File: src/rtl/gda_pkg.sv
// Shared types, constants and calendar helper functions for the Gregorian date unit.
// Used by every module of the block; it depends on nothing else.
package gda_pkg;

    localparam int DAY_W          = 5;
    localparam int MONTH_W        = 4;
    localparam int YEAR_W         = 14;
    localparam int RES_W          = 9;
    localparam int VALUE_W        = 16;
    localparam int MUL_W          = 16;
    localparam int COUNT_BITS_DEF = 16;
    localparam int S_DATA_W       = 64;
    localparam int S_USER_W       = 3;
    localparam int M_DATA_W       = 48;
    localparam int M_USER_W       = 2;

    localparam int YEAR_MOD = 400;
    localparam logic [YEAR_W-1:0] YEAR_MAX       = YEAR_W'((1 << YEAR_W) - 1);
    localparam logic [YEAR_W-1:0] YEAR_FLOOR_RST = YEAR_W'(1);
    localparam logic [RES_W-1:0]  RES_LAST       = RES_W'(YEAR_MOD - 1);
    localparam logic [RES_W-1:0]  YEAR_WRAP_RES  = RES_W'(((1 << YEAR_W) - 1) % YEAR_MOD);

    // Reciprocal multipliers; each quotient is low by at most one and gets one correction.
    localparam logic [MUL_W-1:0] RECIP_400 = MUL_W'(2621);
    localparam int               SHIFT_400 = 20;
    localparam logic [MUL_W-1:0] RECIP_100 = MUL_W'(5242);
    localparam int               SHIFT_100 = 19;
    localparam logic [MUL_W-1:0] RECIP_7   = MUL_W'(18724);
    localparam int               SHIFT_7   = 17;

    typedef enum logic [2:0] {
        OP_VALIDATE = 3'd0,
        OP_NEXT     = 3'd1,
        OP_PREV     = 3'd2,
        OP_ADD      = 3'd3,
        OP_SUB      = 3'd4,
        OP_BETWEEN  = 3'd5,
        OP_WEEKDAY  = 3'd6
    } op_t;

    typedef enum logic [1:0] {
        ST_OK      = 2'd0,
        ST_INVALID = 2'd1,
        ST_SPAN    = 2'd2
    } status_t;

    typedef struct packed {
        logic [DAY_W-1:0]   day;
        logic [MONTH_W-1:0] month;
        logic [YEAR_W-1:0]  year;
    } date_t;

    // A date together with its year taken modulo 400.
    typedef struct packed {
        date_t            date;
        logic [RES_W-1:0] res;
    } step_t;

    function automatic logic is_leap(input logic [RES_W-1:0] res);
        return (res[1:0] == 2'b00) && (res != RES_W'(100)) && (res != RES_W'(200))
            && (res != RES_W'(300));
    endfunction

    function automatic logic [DAY_W-1:0] month_days(input logic [MONTH_W-1:0] m,
                                                    input logic leap);
        case (m)
            4'd2: begin
                return leap ? DAY_W'(29) : DAY_W'(28);
            end
            4'd4, 4'd6, 4'd9, 4'd11: begin
                return DAY_W'(30);
            end
            4'd1, 4'd3, 4'd5, 4'd7, 4'd8, 4'd10, 4'd12: begin
                return DAY_W'(31);
            end
            default: begin
                return '0;
            end
        endcase
    endfunction

    // Month term of the weekday sum: (31 * shifted month) / 12.
    function automatic logic [DAY_W-1:0] wd_month_offset(input logic [MONTH_W-1:0] m);
        case (m)
            4'd1:    return DAY_W'(28);
            4'd2:    return DAY_W'(31);
            4'd3:    return DAY_W'(2);
            4'd4:    return DAY_W'(5);
            4'd5:    return DAY_W'(7);
            4'd6:    return DAY_W'(10);
            4'd7:    return DAY_W'(12);
            4'd8:    return DAY_W'(15);
            4'd9:    return DAY_W'(18);
            4'd10:   return DAY_W'(20);
            4'd11:   return DAY_W'(23);
            4'd12:   return DAY_W'(25);
            default: return '0;
        endcase
    endfunction

endpackage

File: src/rtl/gda_mul.sv
// Shared multiplier with a registered product, used for the reciprocal divisions.
// Depends on gda_pkg for the operand width.
module gda_mul (
    input  logic                              aclk,
    input  logic [gda_pkg::MUL_W-1:0]         mul_a,
    input  logic [gda_pkg::MUL_W-1:0]         mul_b,
    output logic [2*gda_pkg::MUL_W-1:0]       prod
);

    logic [2*gda_pkg::MUL_W-1:0] prod_reg;

    always_ff @(posedge aclk) begin
        prod_reg <= mul_a * mul_b;
    end

    assign prod = prod_reg;

endmodule

File: src/rtl/gda_date_step.sv
// Date stepper: checks a date and gives the day after or before it.
// Depends on gda_pkg for the date types and calendar functions.
module gda_date_step (
    input  gda_pkg::step_t                  cur,
    input  logic                            fwd,
    input  logic [gda_pkg::YEAR_W-1:0]      year_floor,
    output gda_pkg::step_t                  nxt,
    output logic                            cur_valid
);

    logic                          leap;
    logic [gda_pkg::DAY_W-1:0]     dim;
    logic [gda_pkg::DAY_W-1:0]     prev_dim;
    logic [gda_pkg::MONTH_W-1:0]   prev_month;

    assign leap       = gda_pkg::is_leap(cur.res);
    assign dim        = gda_pkg::month_days(cur.date.month, leap);
    assign prev_month = cur.date.month - gda_pkg::MONTH_W'(1);
    assign prev_dim   = gda_pkg::month_days(prev_month, leap);

    assign cur_valid = (cur.date.year >= year_floor)
                    && (cur.date.month >= gda_pkg::MONTH_W'(1))
                    && (cur.date.month <= gda_pkg::MONTH_W'(12))
                    && (cur.date.day >= gda_pkg::DAY_W'(1))
                    && (cur.date.day <= dim);

    always_comb begin
        nxt = cur;
        if (cur_valid) begin
            if (fwd) begin
                if (cur.date.day == dim) begin
                    nxt.date.day = gda_pkg::DAY_W'(1);
                    if (cur.date.month == gda_pkg::MONTH_W'(12)) begin
                        nxt.date.month = gda_pkg::MONTH_W'(1);
                        nxt.date.year  = cur.date.year + gda_pkg::YEAR_W'(1);
                        if (cur.date.year == gda_pkg::YEAR_MAX) begin
                            nxt.res = '0;
                        end else if (cur.res == gda_pkg::RES_LAST) begin
                            nxt.res = '0;
                        end else begin
                            nxt.res = cur.res + gda_pkg::RES_W'(1);
                        end
                    end else begin
                        nxt.date.month = cur.date.month + gda_pkg::MONTH_W'(1);
                    end
                end else begin
                    nxt.date.day = cur.date.day + gda_pkg::DAY_W'(1);
                end
            end else begin
                if (cur.date.day == gda_pkg::DAY_W'(1)) begin
                    if (cur.date.month == gda_pkg::MONTH_W'(1)) begin
                        nxt.date.month = gda_pkg::MONTH_W'(12);
                        nxt.date.day   = gda_pkg::DAY_W'(31);
                        nxt.date.year  = cur.date.year - gda_pkg::YEAR_W'(1);
                        if (cur.date.year == '0) begin
                            nxt.res = gda_pkg::YEAR_WRAP_RES;
                        end else if (cur.res == '0) begin
                            nxt.res = gda_pkg::RES_LAST;
                        end else begin
                            nxt.res = cur.res - gda_pkg::RES_W'(1);
                        end
                    end else begin
                        nxt.date.month = prev_month;
                        nxt.date.day   = prev_dim;
                    end
                end else begin
                    nxt.date.day = cur.date.day - gda_pkg::DAY_W'(1);
                end
            end
        end
    end

endmodule

File: src/rtl/gregorian_date_arithmetic_unit.sv
// Top level of the Gregorian date unit: request sequencer, stream ports and output register.
// Depends on gda_pkg, gda_date_step and gda_mul.
//
//   Port group     Direction  Handshake          Word contents
//   s_*            in         s_tvalid/s_tready  request: date, target date, day count, operation
//   m_*            out        m_tvalid/m_tready  result: date, value, status
//   cfg_*          in         cfg_we             lowest valid year write
//
// One word is taken at a time; s_tready is high only while the sequencer is idle. S_MUL and
// S_RES reduce the year modulo 400 on the shared multiplier, then S_DISP dispatches: validate
// and unused codes go straight to S_OUT, next and previous walk one day, add or subtract by N
// days walks N days, a span of S days walks forward counting S (S at most 2^COUNT_BITS - 1; a
// walk onto an invalid date ends early), weekday runs S_WD1 to S_WD5. The sequencer is idle again
// once the result is registered. A result meeting an unread one waits. Reset is synchronous.
module gregorian_date_arithmetic_unit #(
    parameter int COUNT_BITS = gda_pkg::COUNT_BITS_DEF
) (
    input  logic                              aclk,
    input  logic                              aresetn,
    input  logic                              s_tvalid,
    output logic                              s_tready,
    // day, month, year, day2, month2, year2, day_count, zero fill
    input  logic [gda_pkg::S_DATA_W-1:0]      s_tdata,
    // req_type
    input  logic [gda_pkg::S_USER_W-1:0]      s_tuser,
    output logic                              m_tvalid,
    input  logic                              m_tready,
    // out_day, out_month, out_year, out_value, zero fill
    output logic [gda_pkg::M_DATA_W-1:0]      m_tdata,
    // status
    output logic [gda_pkg::M_USER_W-1:0]      m_tuser,
    input  logic                              cfg_we,
    input  logic [gda_pkg::YEAR_W-1:0]        cfg_wdata
);

    localparam int CNT_W = (COUNT_BITS > gda_pkg::VALUE_W) ? COUNT_BITS : gda_pkg::VALUE_W;
    localparam logic [CNT_W-1:0] LIMIT = CNT_W'((64'd1 << COUNT_BITS) - 64'd1);
    localparam int YY_W = gda_pkg::YEAR_W + 1;

    typedef enum logic [3:0] {
        S_IDLE,
        S_MUL,
        S_RES,
        S_DISP,
        S_WALK,
        S_WD1,
        S_WD2,
        S_WD3,
        S_WD4,
        S_WD5,
        S_OUT
    } state_t;

    state_t                              state_reg, state_next;
    gda_pkg::op_t                        op_reg, op_next;
    gda_pkg::date_t                      first_reg, first_next;
    gda_pkg::date_t                      target_reg, target_next;
    gda_pkg::step_t                      work_reg, work_next;
    logic [CNT_W-1:0]                    cnt_reg, cnt_next;
    logic [gda_pkg::VALUE_W-1:0]         value_reg, value_next;
    gda_pkg::status_t                    status_reg, status_next;
    logic [gda_pkg::VALUE_W-1:0]         tmp_reg, tmp_next;
    logic [gda_pkg::YEAR_W-1:0]          year_floor_reg, year_floor_next;
    logic                                m_tvalid_reg, m_tvalid_next;
    gda_pkg::date_t                      m_date_reg, m_date_next;
    logic [gda_pkg::VALUE_W-1:0]         m_value_reg, m_value_next;
    gda_pkg::status_t                    m_status_reg, m_status_next;

    gda_pkg::step_t                      step_nxt;
    logic                                step_valid;
    logic                                step_fwd;
    logic [gda_pkg::MUL_W-1:0]           mul_a;
    logic [gda_pkg::MUL_W-1:0]           mul_b;
    logic [2*gda_pkg::MUL_W-1:0]         prod;

    logic [YY_W-1:0]                     yy;
    logic [5:0]                          q400;
    logic [YY_W-1:0]                     r400;
    logic [7:0]                          q100;
    logic [YY_W-1:0]                     r100;
    logic [12:0]                         q7;
    logic [gda_pkg::VALUE_W-1:0]         r7;
    logic [gda_pkg::VALUE_W-1:0]         wd_sum;

    assign step_fwd = !((op_reg == gda_pkg::OP_PREV) || (op_reg == gda_pkg::OP_SUB));

    gda_date_step u_step (
        .cur        (work_reg),
        .fwd        (step_fwd),
        .year_floor (year_floor_reg),
        .nxt        (step_nxt),
        .cur_valid  (step_valid)
    );

    gda_mul u_mul (
        .aclk  (aclk),
        .mul_a (mul_a),
        .mul_b (mul_b),
        .prod  (prod)
    );

    always_comb begin
        yy = YY_W'(work_reg.date.year) + YY_W'(gda_pkg::YEAR_MOD);
        if (work_reg.date.month <= gda_pkg::MONTH_W'(2)) begin
            yy = yy - YY_W'(1);
        end

        q400 = 6'(prod >> gda_pkg::SHIFT_400);
        r400 = YY_W'(work_reg.date.year) - YY_W'(q400) * YY_W'(gda_pkg::YEAR_MOD);
        if (r400 >= YY_W'(gda_pkg::YEAR_MOD)) begin
            r400 = r400 - YY_W'(gda_pkg::YEAR_MOD);
        end

        q100 = 8'(prod >> gda_pkg::SHIFT_100);
        r100 = yy - YY_W'(q100) * YY_W'(100);
        if (r100 >= YY_W'(100)) begin
            q100 = q100 + 8'd1;
        end

        wd_sum = gda_pkg::VALUE_W'(work_reg.date.day) + gda_pkg::VALUE_W'(yy)
               + gda_pkg::VALUE_W'(yy >> 2) - tmp_reg + (tmp_reg >> 2)
               + gda_pkg::VALUE_W'(gda_pkg::wd_month_offset(work_reg.date.month));

        q7 = 13'(prod >> gda_pkg::SHIFT_7);
        r7 = tmp_reg - gda_pkg::VALUE_W'(q7) * gda_pkg::VALUE_W'(7);
        if (r7 >= gda_pkg::VALUE_W'(7)) begin
            r7 = r7 - gda_pkg::VALUE_W'(7);
        end
    end

    always_comb begin
        state_next      = state_reg;
        op_next         = op_reg;
        first_next      = first_reg;
        target_next     = target_reg;
        work_next       = work_reg;
        cnt_next        = cnt_reg;
        value_next      = value_reg;
        status_next     = status_reg;
        tmp_next        = tmp_reg;
        year_floor_next = cfg_we ? cfg_wdata : year_floor_reg;
        m_tvalid_next   = m_tvalid_reg && !m_tready;
        m_date_next     = m_date_reg;
        m_value_next    = m_value_reg;
        m_status_next   = m_status_reg;
        mul_a           = '0;
        mul_b           = '0;

        case (state_reg)
            S_IDLE: begin
                if (s_tvalid) begin
                    op_next            = gda_pkg::op_t'(s_tuser[2:0]);
                    first_next.day     = s_tdata[4:0];
                    first_next.month   = s_tdata[8:5];
                    first_next.year    = s_tdata[22:9];
                    target_next.day    = s_tdata[27:23];
                    target_next.month  = s_tdata[31:28];
                    target_next.year   = s_tdata[45:32];
                    cnt_next           = CNT_W'(s_tdata[61:46]);
                    work_next.date.day   = s_tdata[4:0];
                    work_next.date.month = s_tdata[8:5];
                    work_next.date.year  = s_tdata[22:9];
                    state_next         = S_MUL;
                end
            end
            S_MUL: begin
                mul_a      = gda_pkg::MUL_W'(work_reg.date.year);
                mul_b      = gda_pkg::RECIP_400;
                state_next = S_RES;
            end
            S_RES: begin
                work_next.res = r400[gda_pkg::RES_W-1:0];
                state_next    = S_DISP;
            end
            S_DISP: begin
                value_next  = '0;
                status_next = gda_pkg::ST_OK;
                state_next  = S_OUT;
                case (op_reg)
                    gda_pkg::OP_VALIDATE: begin
                        value_next  = gda_pkg::VALUE_W'(step_valid);
                        status_next = step_valid ? gda_pkg::ST_OK : gda_pkg::ST_INVALID;
                    end
                    gda_pkg::OP_NEXT, gda_pkg::OP_PREV: begin
                        cnt_next   = CNT_W'(1);
                        state_next = S_WALK;
                    end
                    gda_pkg::OP_ADD, gda_pkg::OP_SUB: begin
                        state_next = S_WALK;
                    end
                    gda_pkg::OP_BETWEEN: begin
                        if (step_valid) begin
                            cnt_next   = '0;
                            state_next = S_WALK;
                        end else begin
                            status_next = gda_pkg::ST_INVALID;
                        end
                    end
                    gda_pkg::OP_WEEKDAY: begin
                        if (step_valid) begin
                            state_next = S_WD1;
                        end else begin
                            status_next = gda_pkg::ST_INVALID;
                        end
                    end
                    default: begin
                        status_next = gda_pkg::ST_OK;
                    end
                endcase
            end
            S_WALK: begin
                if (op_reg == gda_pkg::OP_BETWEEN) begin
                    if (work_reg.date == target_reg) begin
                        value_next  = cnt_reg[gda_pkg::VALUE_W-1:0];
                        status_next = gda_pkg::ST_OK;
                        state_next  = S_OUT;
                    end else if ((cnt_reg == LIMIT) || !step_valid) begin
                        value_next  = LIMIT[gda_pkg::VALUE_W-1:0];
                        status_next = gda_pkg::ST_SPAN;
                        state_next  = S_OUT;
                    end else begin
                        work_next = step_nxt;
                        cnt_next  = cnt_reg + CNT_W'(1);
                    end
                end else begin
                    if ((cnt_reg == '0) || !step_valid) begin
                        status_next = step_valid ? gda_pkg::ST_OK : gda_pkg::ST_INVALID;
                        state_next  = S_OUT;
                    end else begin
                        work_next = step_nxt;
                        cnt_next  = cnt_reg - CNT_W'(1);
                    end
                end
            end
            S_WD1: begin
                mul_a      = gda_pkg::MUL_W'(yy);
                mul_b      = gda_pkg::RECIP_100;
                state_next = S_WD2;
            end
            S_WD2: begin
                tmp_next   = gda_pkg::VALUE_W'(q100);
                state_next = S_WD3;
            end
            S_WD3: begin
                tmp_next   = wd_sum;
                state_next = S_WD4;
            end
            S_WD4: begin
                mul_a      = tmp_reg;
                mul_b      = gda_pkg::RECIP_7;
                state_next = S_WD5;
            end
            S_WD5: begin
                value_next  = r7;
                status_next = gda_pkg::ST_OK;
                state_next  = S_OUT;
            end
            S_OUT: begin
                if (!m_tvalid_reg || m_tready) begin
                    m_tvalid_next = 1'b1;
                    m_date_next   = (op_reg == gda_pkg::OP_BETWEEN) ? first_reg : work_reg.date;
                    m_value_next  = value_reg;
                    m_status_next = status_reg;
                    state_next    = S_IDLE;
                end
            end
            default: begin
                state_next = S_IDLE;
            end
        endcase
    end

    always_ff @(posedge aclk) begin
        if (!aresetn) begin
            state_reg      <= S_IDLE;
            year_floor_reg <= gda_pkg::YEAR_FLOOR_RST;
            m_tvalid_reg   <= 1'b0;
        end else begin
            state_reg      <= state_next;
            year_floor_reg <= year_floor_next;
            m_tvalid_reg   <= m_tvalid_next;
        end
        op_reg       <= op_next;
        first_reg    <= first_next;
        target_reg   <= target_next;
        work_reg     <= work_next;
        cnt_reg      <= cnt_next;
        value_reg    <= value_next;
        status_reg   <= status_next;
        tmp_reg      <= tmp_next;
        m_date_reg   <= m_date_next;
        m_value_reg  <= m_value_next;
        m_status_reg <= m_status_next;
    end

    assign s_tready = (state_reg == S_IDLE);
    assign m_tvalid = m_tvalid_reg;
    assign m_tdata  = {9'b0, m_value_reg, m_date_reg.year, m_date_reg.month, m_date_reg.day};
    assign m_tuser  = m_status_reg;

endmodule

File: config.mk
export PLATFORM = sky130hd
export DESIGN_NAME = gregorian_date_arithmetic_unit
export DESIGN_NICKNAME = d
export VERILOG_FILES = /design/src/rtl/gda_pkg.sv /design/src/rtl/gda_mul.sv /design/src/rtl/gda_date_step.sv /design/src/rtl/gregorian_date_arithmetic_unit.sv
export SDC_FILE = /design/constraint.sdc
export NUM_CORES = 1
export LEC_CHECK = 0
export ABC_AREA = 1
export BUFFER_PORTS_ARGS = -buffer_cell sky130_fd_sc_hd__buf_2
export CELL_PAD_IN_SITES_DETAIL_PLACEMENT = 0
export CELL_PAD_IN_SITES_GLOBAL_PLACEMENT = 1
export CORE_MARGIN = 8
export CORE_UTILIZATION = 48
export CTS_CLUSTER_DIAMETER = 50
export DETAILED_ROUTE_END_ITERATION = 12
export PLACE_DENSITY_LB_ADDON = 0.1
export SLEW_MARGIN = 20
export SYNTH_ARGS = -nofsm -noshare
export SYNTH_HDL_FRONTEND = slang
export SYNTH_SLANG_ARGS = --single-unit
export TNS_END_PERCENT = 30
File: constraint.sdc
create_clock -name aclk -period 9.5 [get_ports aclk]
set_input_delay 0.95 -clock aclk [delete_from_list [all_inputs] [get_ports aclk]]
set_output_delay 0.95 -clock aclk [all_outputs]
set_load 0.02 [all_outputs]
# Yosys cells after proc, flatten, opt, wreduce, memory -nomap -nowiden
# Memory sizes are Yosys's and may differ from the RTL's. A register that Yosys moved wholly into a read port is not among the register bits.
# Index checks and enable logic that the tools add are counted.
[totals]
n_memories = 1
mem_bits_ro = 80
mem_bits_rw = 0
inputBits = 86
latch_bits = 0
ff_bits = 221
[classes]
n_reduce_logical = 41
n_lt_le_gt_ge = 9
shift = 0
muxes = 65
n_mul = 4
eq_ne = 60
addsub = 23
div_mod_pow = 0
bitwise_logic = 0
[mem_list]
columns = ["name", "depth", "word_bits", "read_ports", "rd_ports_with_merged_regs", "wr", "line", "text"]
rows = [
  ["(name not given)", 16, 5, 1, 1, 0, "gda_pkg.sv:84", "case (m)"],
]
[op_table]
columns = ["cell", "n"]
rows = [
  ["2-to-1 mux 32 bit", 6],
  ["2-to-1 mux 16 bit", 10],
  ["case mux 16 bit (3 select lines)", 3],
  ["2-to-1 mux 23 bit", 4],
  ["case mux 16 bit (2 select lines)", 2],
  ["2-to-1 mux 27 bit", 2],
  ["2-to-1 mux 9 bit", 6],
  ["== test 4 bit, second input constant", 13],
  ["== test 4 x 3 -> 1 bit, second input constant", 12],
  ["case mux 23 bit (2 select lines)", 1],
  ["case mux 15 bit (3 select lines)", 1],
  ["case mux 4 bit (11 select lines)", 1],
  ["2-to-1 mux 4 bit", 10],
  ["subtractor 16 bit", 2],
  ["multiplier 16 x 15 -> 30 bit", 1],
  ["case mux 5 bit (3 select lines)", 2],
  ["== test 4 x 2 -> 1 bit, second input constant", 6],
  ["== test 23 bit", 1],
  ["inequality test 3 bit, second input constant", 6],
  ["case mux 9 bit (2 select lines)", 1],
  ["adder 16 x 1 -> 16 bit, second input constant", 1],
  ["adder 16 x 13 -> 16 bit", 1],
  ["adder 16 x 14 -> 16 bit", 1],
  ["adder 16 x 5 -> 16 bit", 1],
  ["other kinds (71)", 108],
]

# Depth between registers and ports, before layout
# Gate-level depths: netlist (run 1).
[logic_depth]
depth_word = 15
depth_mapped = 36
mapped_depth_nobuf = 36

# Modules after synthesis
# Synthesis (run 1) repeated with hierarchy kept, for this count alone.
[unflattened]
cells_unflattened = 3866
area_unflattened_um2 = 28906.5
[by_module_without_submodules]
columns = ["module", "area_each_um2", "cells_each", "n_inst"]
rows = [
  ["gregorian_date_arithmetic_unit", 15663.8, 1830, 1],
  ["gda_mul", 10137.2, 1412, 1],
  ["gda_date_step", 3105.5, 624, 1],
]

# Least setup slack after synthesis (run 1)
# No wires, ideal clock.
[synth_path]
path_type = "register to register"
from = "register work_reg[23] (netlist name)"
to = "register u_mul.prod_reg (netlist bit u_mul.prod[28])"
synth_period_minus_slack_ps = 6851
path_stages_with_launch = 34
n_path_buf = 0
t_arrival_ps = 6733
setup_ps = 119
path_slack_ps = 2649
required_time_ps = 9381
path_cell_list = "edfxtp_1 > inv_2 > ha_1 > inv_1 > nand2_1 > nand2_1 > nor3_2 > nand4_1 > nor2_2 > nand3_1 > xor2_1 > nand2_2 > inv_2 > nor2_2 > nand2_2 > nand2_1 > inv_1 > fa_1 > inv_1 > fa_1 > fa_1 > inv_1 > fa_1 > fa_1 > inv_1 > fa_1 > inv_1 > ha_1 > a21oi_1 > o21ai_0 > o21bai_1 > a221oi_1 > nand2_1 > xor2_1"
[synth_between]
elab_chain_len = 4
[synth_rtl]
columns = ["element", "line", "text"]
rows = [
  ["start: declaration", "gregorian_date_arithmetic_unit.sv:58", "gda_pkg::step_t work_reg, work_next;"],
  ["start signal: assignment", "gregorian_date_arithmetic_unit.sv:286", "work_reg <= work_next;"],
  ["less-or-equal comparator 4 x 2 -> 1 bit", "gregorian_date_arithmetic_unit.sv:104", "if (work_reg.date.month <= gda_pkg::MONTH_W'(2)) begin"],
  ["2-to-1 mux 15 bit", "gregorian_date_arithmetic_unit.sv:104", ""],
  ["case mux 16 bit (3 select lines)", "gregorian_date_arithmetic_unit.sv:149", "case (state_reg)"],
  ["multiplier 16 x 15 -> 30 bit", "gda_mul.sv:13", "prod_reg <= mul_a * mul_b;"],
  ["end signal: assignment", "gda_mul.sv:13", ""],
  ["end: declaration", "gda_mul.sv:10", "logic [2*gda_pkg::MUL_W-1:0] prod_reg;"],
]
# No other way between the ends.
# A chain may end at the register's enable or synchronous reset.

# Final worst setup path (run 1)
[layout_path]
from = "register work_reg[24] (netlist name)"
to = "register u_mul.prod_reg (netlist bit u_mul.prod[28])"
# Same word-level chain as after synthesis.

==> results of run 1 <==
[power by group through the flow]
stage          clock, mW  combinational, mW  sequential (mW)
3_3_place_gp           0               7.77             1.38
6_report            1.22               7.93             1.37
5_1_grt             1.29               9.11             1.38
4_1_cts             1.25               7.96             1.36
2_1_floorplan          0               6.01             1.27
3_5_place_dp           0               7.86             1.38
[kinds of logic (layout without fill, tap and decap cells)]
kind of cell / Yosys count / after routing / synth area share
xor gates and xnor gates: 114 / 114 / 0.0426
adders and majority gates: 475 / 475 / 0.308
and+or+nand+nor: 1090 / 1090 / 0.199
AOI/OAI and AO/OA: 426 / 426 / 0.102
DFF: 209 / 209 / 0.245
buffers and inverters: 634 / 777 / 0.102
other: 2 / 15 / 0.000311
[cell type report]
cell class	count	area share
Inverter	578	0.0816
Tap cell	672	0.0316
Sequential cell	209	0.222
Timing Repair Buffer	138	0.0271
Multi-Input combinational cell	2120	0.596
Clock inverter	22	0.00913
Clock buffer	39	0.0327
[cells in the mapped netlist, drive strengths merged (3+ instances only)]
cell type,count,share of area
nor3,28,0.0069
ha,275,0.14
o211ai,9,0.0028
a31oi,12,0.0031
nor2,230,0.040
or2,14,0.0036
o21ai,162,0.035
a21o,9,0.0028
o31ai,10,0.0031
edfxtp,172,0.21
nand3b,7,0.0022
clkbuf,25,0.0040
nand2,586,0.094
a32o,4,0.0017
xor2,90,0.033
fa,200,0.17
xnor2,23,0.0087
a211oi,5,0.0016
o32ai,3,0.0011
dfxtp,37,0.031
nand3,159,0.035
o311ai,3,0.0011
o22ai,21,0.0054
nor4,8,0.0021
a21oi,145,0.031
o2111ai,6,0.0022
o21bai,8,0.0025
buf,31,0.0083
a22oi,3,0.00093
nand4,56,0.015
a22o,11,0.0040
inv,576,0.090
o21a,8,0.0025
[worst max-delay path, delay by kind of cell (launching register included)]
kind,cells,cell delay [ns]
xor+xnor,2,0.77
flops,1,0.64
fa+ha+maj,8,3.57
buf+inv,7,0.60
compound gates,4,0.93
simple gates,11,1.58
[worst paths after layout]
check | slack [ns] | endpoint | from | depth (start not counted)
worst max-delay path | 1.32 | u_mul.prod[28] | work_reg[24] | 32
worst min-delay path | 0.42 | m_value_reg[0] | value_reg[0] | 0
worst max register to register | 1.32 | u_mul.prod[28] | work_reg[24] | 32
worst min register to register | 0.42 | m_value_reg[0] | value_reg[0] | 0
[metal layers]
metal  up-vias  global-route usage
met5         -                   0
met4         0              0.0592
met3        82              0.0380
met2       546               0.420
li1       9854                   -
met1      9603               0.343
[through the flow]
stage	hold slack, ns	std cells	total power, mW	worst slack [ns]	util
after floorplan	0.400	2963	7.28	2.65	-
after global placement	0.403	3717	9.15	1.41	0.511
after detailed placement	0.405	3717	9.24	1.36	0.511
after CTS	0.418	3778	10.6	1.30	0.533
after global routing	0.428	3778	11.8	0.683	0.533
final	0.418	3778	10.5	1.32	0.533
==> reports/qor.yml, run 1 <==
cts:
  clock_path_buffers: 3
  htreeDepth: 2
  cts.sinks: 209
  cts_tree: "yes"
  cts_resized: 0
  numCtsBuffers: 34
  cts_root_buffer: "clkbuf_16"
  post-cts-setup-buffer-count: 0
  clkSlewWorstSetupHoldPaths_ns: 0.06
  clk_latency_ns: 0.56
  cts_hold_buf: 0
place:
  place_congestion: 0.907
  hpwlAfterDp_um: 60900
  numPortBuffers: 126
  dpl_cell_area_sq_um: 25500
die:
  initial_core_util: 0.484
  die_w_um: 240
  die_h_um: 240
  die-area_sq_um: 57700
  core_area_sq_um: 49900
  num_rows: 82
  io_pins: 138
global_route:
  grt_pass1_wl_um: 112000
  overflow: 0
  grtUsageTotal: 0.252
  grt_pass1_vias: 20200
  antenna_found_initial: 0
  grt_max_degree: 51
final_layout:
  layout_common_cells: "nand2_1 (567), inv_1 (557), ha_1 (275), nor2_1 (208), fa_1 (200)"
  seqCellArea_sq_um: 5910
  multi_input_area_sq_um: 15800
  fin_nets: 3642
  area.growth.synth_to_final_pct: 10.2
  fin_area_sq_um: 26600
  nFillCells: 4869
  insertedDiodeCount: 0
  drive_gt1_frac: 0.0911
  largest_register_ff_count: 32
  final_common_cell: "nand2_1"
power:
  p_switching_mw: 5.87
  power_density_nw_per_um2: 396
  p_int_mw: 4.64
  p_leak_nw: 13.1
  p_comb_frac: 0.754
  p_clk_frac: 0.116
  switching_share: 0.558
  peakVddDrop_v: 0.000387
  seq_power_share: 0.130
timing:
  fmax_mhz: 122
  tightestPinTransition_ns: 1.07
  finalSetupViolCount: 0
  period_minus_slack_ns: 8.18
  slew_headroom: 0.279
  hold_viol: 0
  tns_ns: 0
  finClkSkew_ns: 0.0332
  rsz0062_at_grt: "no"
  slew_viol_final: 0
  post-route-period-util: 0.861
yosys:
  syn-cell-area_sq_um: 24100
  async_flop_share: 0
  ys_ff_latch: 209
  ys.flop_type: "edfxtp_1"
  avgSynthCellArea_sq_um: 8.18
  synth_edf_count: 172
  ys_types: 66
  seq_area_frac_synth: 0.245
  ys_warn_count: 0
  synthesis.instances: 2950
setup_path:
  crit_path_start_kind: "register"
  crit_path_max_incr_delay_ns: 0.64
  crit_path_max_fanout: 12
  slowest_stage: "edfxtp_1"
  end_kind: "register"
  worst_ep_arrival_time_ns: 8.61
  critical_path_class: "register to register"
  cp.required_ns: 9.93
detailed_routing:
  wire_per_inst_um: 19.1
  antenna_left: 0
  vias_per_cell: 5.32
  dr_total_vias: 20100
  routed-wl-met3_um: 4340
  met2WireLength_um: 34300
  drt_wl_total_um: 72300
  first_pass_iters: 6
  top_layer: "met4"
  drc: 0
  wl_met1_um: 32200
  first_iter_violations: 1519
status:
  status: "complete, no violations"
hold_path:
  hold_class: "register to register"
flow_run:
  drv_cap: 0
Note: power is estimated with default switching activity, not from simulation.
==> inputs of run 2 (changes only) <==
--- a/config.mk
+++ b/config.mk
@@ -7,12 +7,13 @@
 export LEC_CHECK = 0
 export ABC_AREA = 1
 export BUFFER_PORTS_ARGS = -buffer_cell sky130_fd_sc_hd__buf_2
-export CELL_PAD_IN_SITES_DETAIL_PLACEMENT = 0
-export CELL_PAD_IN_SITES_GLOBAL_PLACEMENT = 1
+export CELL_PAD_IN_SITES_DETAIL_PLACEMENT = 1
+export CELL_PAD_IN_SITES_GLOBAL_PLACEMENT = 2
 export CORE_MARGIN = 8
-export CORE_UTILIZATION = 48
+export CORE_UTILIZATION = 39
 export CTS_CLUSTER_DIAMETER = 50
 export DETAILED_ROUTE_END_ITERATION = 12
+export GPL_TIMING_DRIVEN = 0
 export PLACE_DENSITY_LB_ADDON = 0.1
 export SLEW_MARGIN = 20
 export SYNTH_ARGS = -nofsm -noshare
==> reports/qor.yml, run 2 (same netlist as run 1, synthesis figures left out) <==
final_layout:
  area.growth.synth_to_final_pct: 12.7
  final_common_cell: "nand2_1"
  layout_common_cells: "nand2_1 (567), inv_1 (557), ha_1 (275), nor2_1 (207), fa_1 (200)"
  drive_gt1_frac: 0.100
  fin_nets: 3693
  nFillCells: 7517
  largest_register_ff_count: 32
  fin_area_sq_um: 27200
die:
  die_h_um: 265
  core_area_sq_um: 61500
  die-area_sq_um: 70100
  die_w_um: 265
  num_rows: 91
  initial_core_util: 0.393
  io_pins: 138
cts:
  cts_root_buffer: "clkbuf_16"
  post-cts-setup-buffer-count: 0
  cts_tree: "yes"
  numCtsBuffers: 37
  cts_resized: 0
  cts_hold_buf: 0
  clock_path_buffers: 3
  clk_latency_ns: 0.56
  htreeDepth: 2
  cts.sinks: 209
  clkSlewWorstSetupHoldPaths_ns: 0.06
timing:
  fmax_mhz: 115
  slew_viol_final: 0
  hold_viol: 0
  period_minus_slack_ns: 8.67
  post-route-period-util: 0.913
  tightestPinTransition_ns: 1.23
  finClkSkew_ns: 0.0244
  tns_ns: 0
  slew_headroom: 0.173
  finalSetupViolCount: 0
  rsz0062_at_grt: "no"
hold_path:
  hold_class: "register to register"
  min-delay-start: "value_reg[1]"
  min_to: "m_value_reg[1]"
  holdPathStages: 0
global_route:
  grtUsageTotal: 0.240
  grt_pass1_vias: 22200
  grt_pass1_wl_um: 131000
  antenna_found_initial: 1
  overflow: 0
  grt_max_degree: 29
setup_path:
  worst_ep_arrival_time_ns: 9.08
  cp.required_ns: 9.91
  crit_path_max_fanout: 9
  crit_path_start_kind: "register"
  r2r_setup_slack_ns: 0.83
  slowest_stage: "xor2_1"
  crit_path_max_incr_delay_ns: 0.70
  end_kind: "register"
  critical_path_class: "register to register"
  reg2reg_depth: 34
  r2r_end: "u_mul.prod[28]"
  r2r_start: "work_reg[23]"
detailed_routing:
  drc: 0
  top_layer: "met4"
  drt_wl_total_um: 84600
  vias_per_cell: 5.23
  antenna_left: 0
  wl_met1_um: 39700
  dr_total_vias: 20700
  met2WireLength_um: 40100
  first_pass_iters: 5
  routed-wl-met3_um: 3130
  wire_per_inst_um: 21.4
  first_iter_violations: 1012
place:
  place_congestion: 0.889
  numPortBuffers: 126
  hpwlAfterDp_um: 73200
  dpl_cell_area_sq_um: 25900
power:
  p_leak_nw: 13.3
  peakVddDrop_v: 0.000280
  p_total_mw: 10.9
  power_density_nw_per_um2: 401
flow_run:
  drv_cap: 0
status:
  status: "complete, no violations"
==> run 2: worst max path at each step <==
stage | startpoint | endpoint | slack [ns] | depth (start not counted)
2_1_floorplan | work_reg[23] | u_mul.prod[28] | 2.65 | 33
3_3_place_gp | work_reg[23] | u_mul.prod[24] | 0.80 | 34
3_5_place_dp | work_reg[23] | u_mul.prod[26] | 0.79 | 36
4_1_cts | work_reg[23] | u_mul.prod[22] | 0.73 | 32
5_1_grt | work_reg[23] | u_mul.prod[24] | 0.12 | 34
6_report | work_reg[23] | u_mul.prod[28] | 0.83 | 34
==> run 2: per-layer routing <==
layer,track usage,vias up
li1,-,9951
met1,0.328,10300
met2,0.406,338
met3,0.0303,91
met4,0.0529,0
met5,0,-
==> run 2: through the flow <==
stage / hold WS (ns) / instances / worst slack [ns] / utilization
final: 0.413 / 3952 / 0.827 / 0.442
after global routing: 0.423 / 3951 / 0.122 / 0.442
after CTS: 0.416 / 3951 / 0.730 / 0.442
after detailed placement: 0.405 / 3883 / 0.792 / 0.422
after global placement: 0.400 / 3879 / 0.796 / 0.420
after floorplan: 0.400 / 2963 / 2.65 / -
==> run 2: area by class of cell <==
type | instances | area (sq um) | share of cell area
diodes | 1 | 2.50 | 0.0000920
plain buffers | 56 | 298 | 0.0110
clock buffers | 41 | 951 | 0.0350
clock inverters | 27 | 293 | 0.0108
inverters | 578 | 2170 | 0.0798
multi-input cells | 2120 | 15900 | 0.583
flip-flops and latches | 209 | 5910 | 0.217
well taps | 790 | 988 | 0.0363
repair buffers | 130 | 721 | 0.0265
==> run 2: worst max-delay path: cells and delay by family (launching register included) <==
kind	cells	cell delay (ns)
XOR/XNOR	2	1.07
flip-flops	1	0.58
AO/OA/AOI/OAI	5	0.88
adder cells (fa/ha/maj)	8	3.53
buffers and inverters	9	0.88
AND/OR/NAND/NOR	10	1.57
==> run 2: where the power goes <==
group / total [mW] / switching [mW] / leakage, nW / internal [mW]
registers: 1.33 / 0.163 / 1.93 / 1.17
clock network: 1.34 / 0.516 / 0.605 / 0.826
logic: 8.22 / 5.46 / 10.8 / 2.77
==> inputs of run 3 (changes only) <==
--- a/config.mk
+++ b/config.mk
@@ -14,7 +14,7 @@
 export CTS_CLUSTER_DIAMETER = 50
 export DETAILED_ROUTE_END_ITERATION = 12
 export GPL_TIMING_DRIVEN = 0
-export PLACE_DENSITY_LB_ADDON = 0.1
+export PLACE_DENSITY = 0.94
 export SLEW_MARGIN = 20
 export SYNTH_ARGS = -nofsm -noshare
 export SYNTH_HDL_FRONTEND = slang
==> reports/qor.yml, run 3 (same netlist as run 1, synthesis figures left out) <==
cts:
  post-cts-setup-buffer-count: 0
  cts.sinks: 209
  numCtsBuffers: 28
  cts_tree: "yes"
  clkSlewWorstSetupHoldPaths_ns: 0.06
  htreeDepth: 1
  cts_hold_buf: 0
  clock_path_buffers: 3
  clk_latency_ns: 0.60
  cts_root_buffer: "clkbuf_16"
  cts_resized: 0
die:
  die-area_sq_um: 70100
  num_rows: 91
  io_pins: 138
  initial_core_util: 0.393
  die_w_um: 265
  die_h_um: 265
  core_area_sq_um: 61500
global_route:
  grt_pass1_wl_um: 133000
  grt_max_degree: 29
  grtUsageTotal: 0.240
  overflow: 0
  grt_pass1_vias: 22900
  antenna_found_initial: 7
timing:
  slew_viol_final: 0
  tns_ns: 0
  fmax_mhz: 115
  tightestPinTransition_ns: 1.06
  hold_viol: 0
  finalSetupViolCount: 0
  post-route-period-util: 0.915
  slew_headroom: 0.286
  rsz0062_at_grt: "no"
  finClkSkew_ns: 0.0277
  period_minus_slack_ns: 8.69
place:
  place_congestion: 0.979
  hpwlAfterDp_um: 73300
  dpl_cell_area_sq_um: 25900
  numPortBuffers: 126
  dp.cells: 3884
detailed_routing:
  vias_per_cell: 5.45
  dr_total_vias: 21500
  first_pass_iters: 5
  drt_wl_total_um: 85600
  wire_per_inst_um: 21.7
  first_iter_violations: 1293
  antenna_left: 0
  drc: 0
hold_path:
  hold_class: "register to register"
  holdPathStages: 0
setup_path:
  worst_ep_arrival_time_ns: 9.14
  crit_path_max_incr_delay_ns: 0.58
  cp.required_ns: 9.94
  crit_path_start_kind: "register"
  slowest_stage: "edfxtp_1"
  critical_path_class: "register to register"
  critical_path_depth: 34
  end_kind: "register"
  reg2reg_depth: 34
  cp_num_buf_inv: 9
  critical-path-top-delay-family: "adder cells"
  crit_path_max_fanout: 9
power:
  power_density_nw_per_um2: 399
  peakVddDrop_v: 0.000253
  p_leak_nw: 13.2
  p_total_mw: 10.7
final_layout:
  insertedDiodeCount: 0
  final_common_cell: "nand2_1"
  nFillCells: 7536
  fin_util: 0.437
  largest_register_ff_count: 32
  layout_common_cells: "nand2_1 (567), inv_1 (557), ha_1 (275), nor2_1 (206), fa_1 (200)"
  stdcell_count: 3936
  fin_nets: 3685
  drive_gt1_frac: 0.0957
  fin_area_sq_um: 26900
  area.growth.synth_to_final_pct: 11.3
status:
  status: "complete, no violations"
flow_run:
  drv_cap: 0
[run 3: cell count changes in the layout (fill, tap and decap cells not counted), sizes merged, moves of 2 or more]
cell,change
bufinv,-3
clkinvlp,-3
clkbuf,-5
inv,-3
clkinv,-2
[run 3: metrics by stage]
| stage | setup slack, ns | hold WS, ns |
|---|---|---|
| global route | 0.434 | 0.421 |
| CTS | 0.832 | 0.418 |
| finish | 0.808 | 0.415 |
| detailed placement | 0.878 | 0.407 |
| floorplan | 2.65 | 0.400 |
| global placement | 1.03 | 0.403 |
[run 3: routing by layer]
metal | GRT usage | vias up | share of wire
met3 | 0.0265 | 160 | 0.059
met4 | 0.0697 | 0 | 0.032
li1 | - | 9899 | -
met1 | 0.314 | 10700 | 0.43
met5 | 0 | - | 0
met2 | 0.415 | 709 | 0.48
[run 3: where the power goes]
part           internal (mW)  switching, mW
logic                   2.79           5.54
clock network          0.587          0.457
registers               1.17          0.165
[run 3: worst paths after layout]
| check | start | endpoint | slack, ns |
|---|---|---|---|
| max reg2reg | work_reg[23] | u_mul.prod[28] | 0.81 |
| min | value_reg[14] | m_value_reg[14] | 0.42 |
| max | work_reg[23] | u_mul.prod[28] | 0.81 |
| min reg2reg | value_reg[14] | m_value_reg[14] | 0.42 |
[run 3: cell type report]
cell class | count | area (sq um) | share of cell area
multi-input cells | 2120 | 15900 | 0.591
flip-flops and latches | 209 | 5910 | 0.220
inverters | 578 | 2170 | 0.0808
well taps | 790 | 988 | 0.0368
clock buffers | 36 | 771 | 0.0287
repair buffers | 131 | 719 | 0.0268
plain buffers | 56 | 298 | 0.0111
clock inverters | 16 | 145 | 0.00540
[run 3: worst register-to-register path: cells and delay by family, from the launching register on]
kind	cells	cell delay, ns
AOI/OAI and AO/OA	5	0.94
buffers and inverters	9	1.01
adders and majority gates	8	3.54
DFF	1	0.58
xor gates and xnor gates	2	0.97
and+or+nand+nor	10	1.49
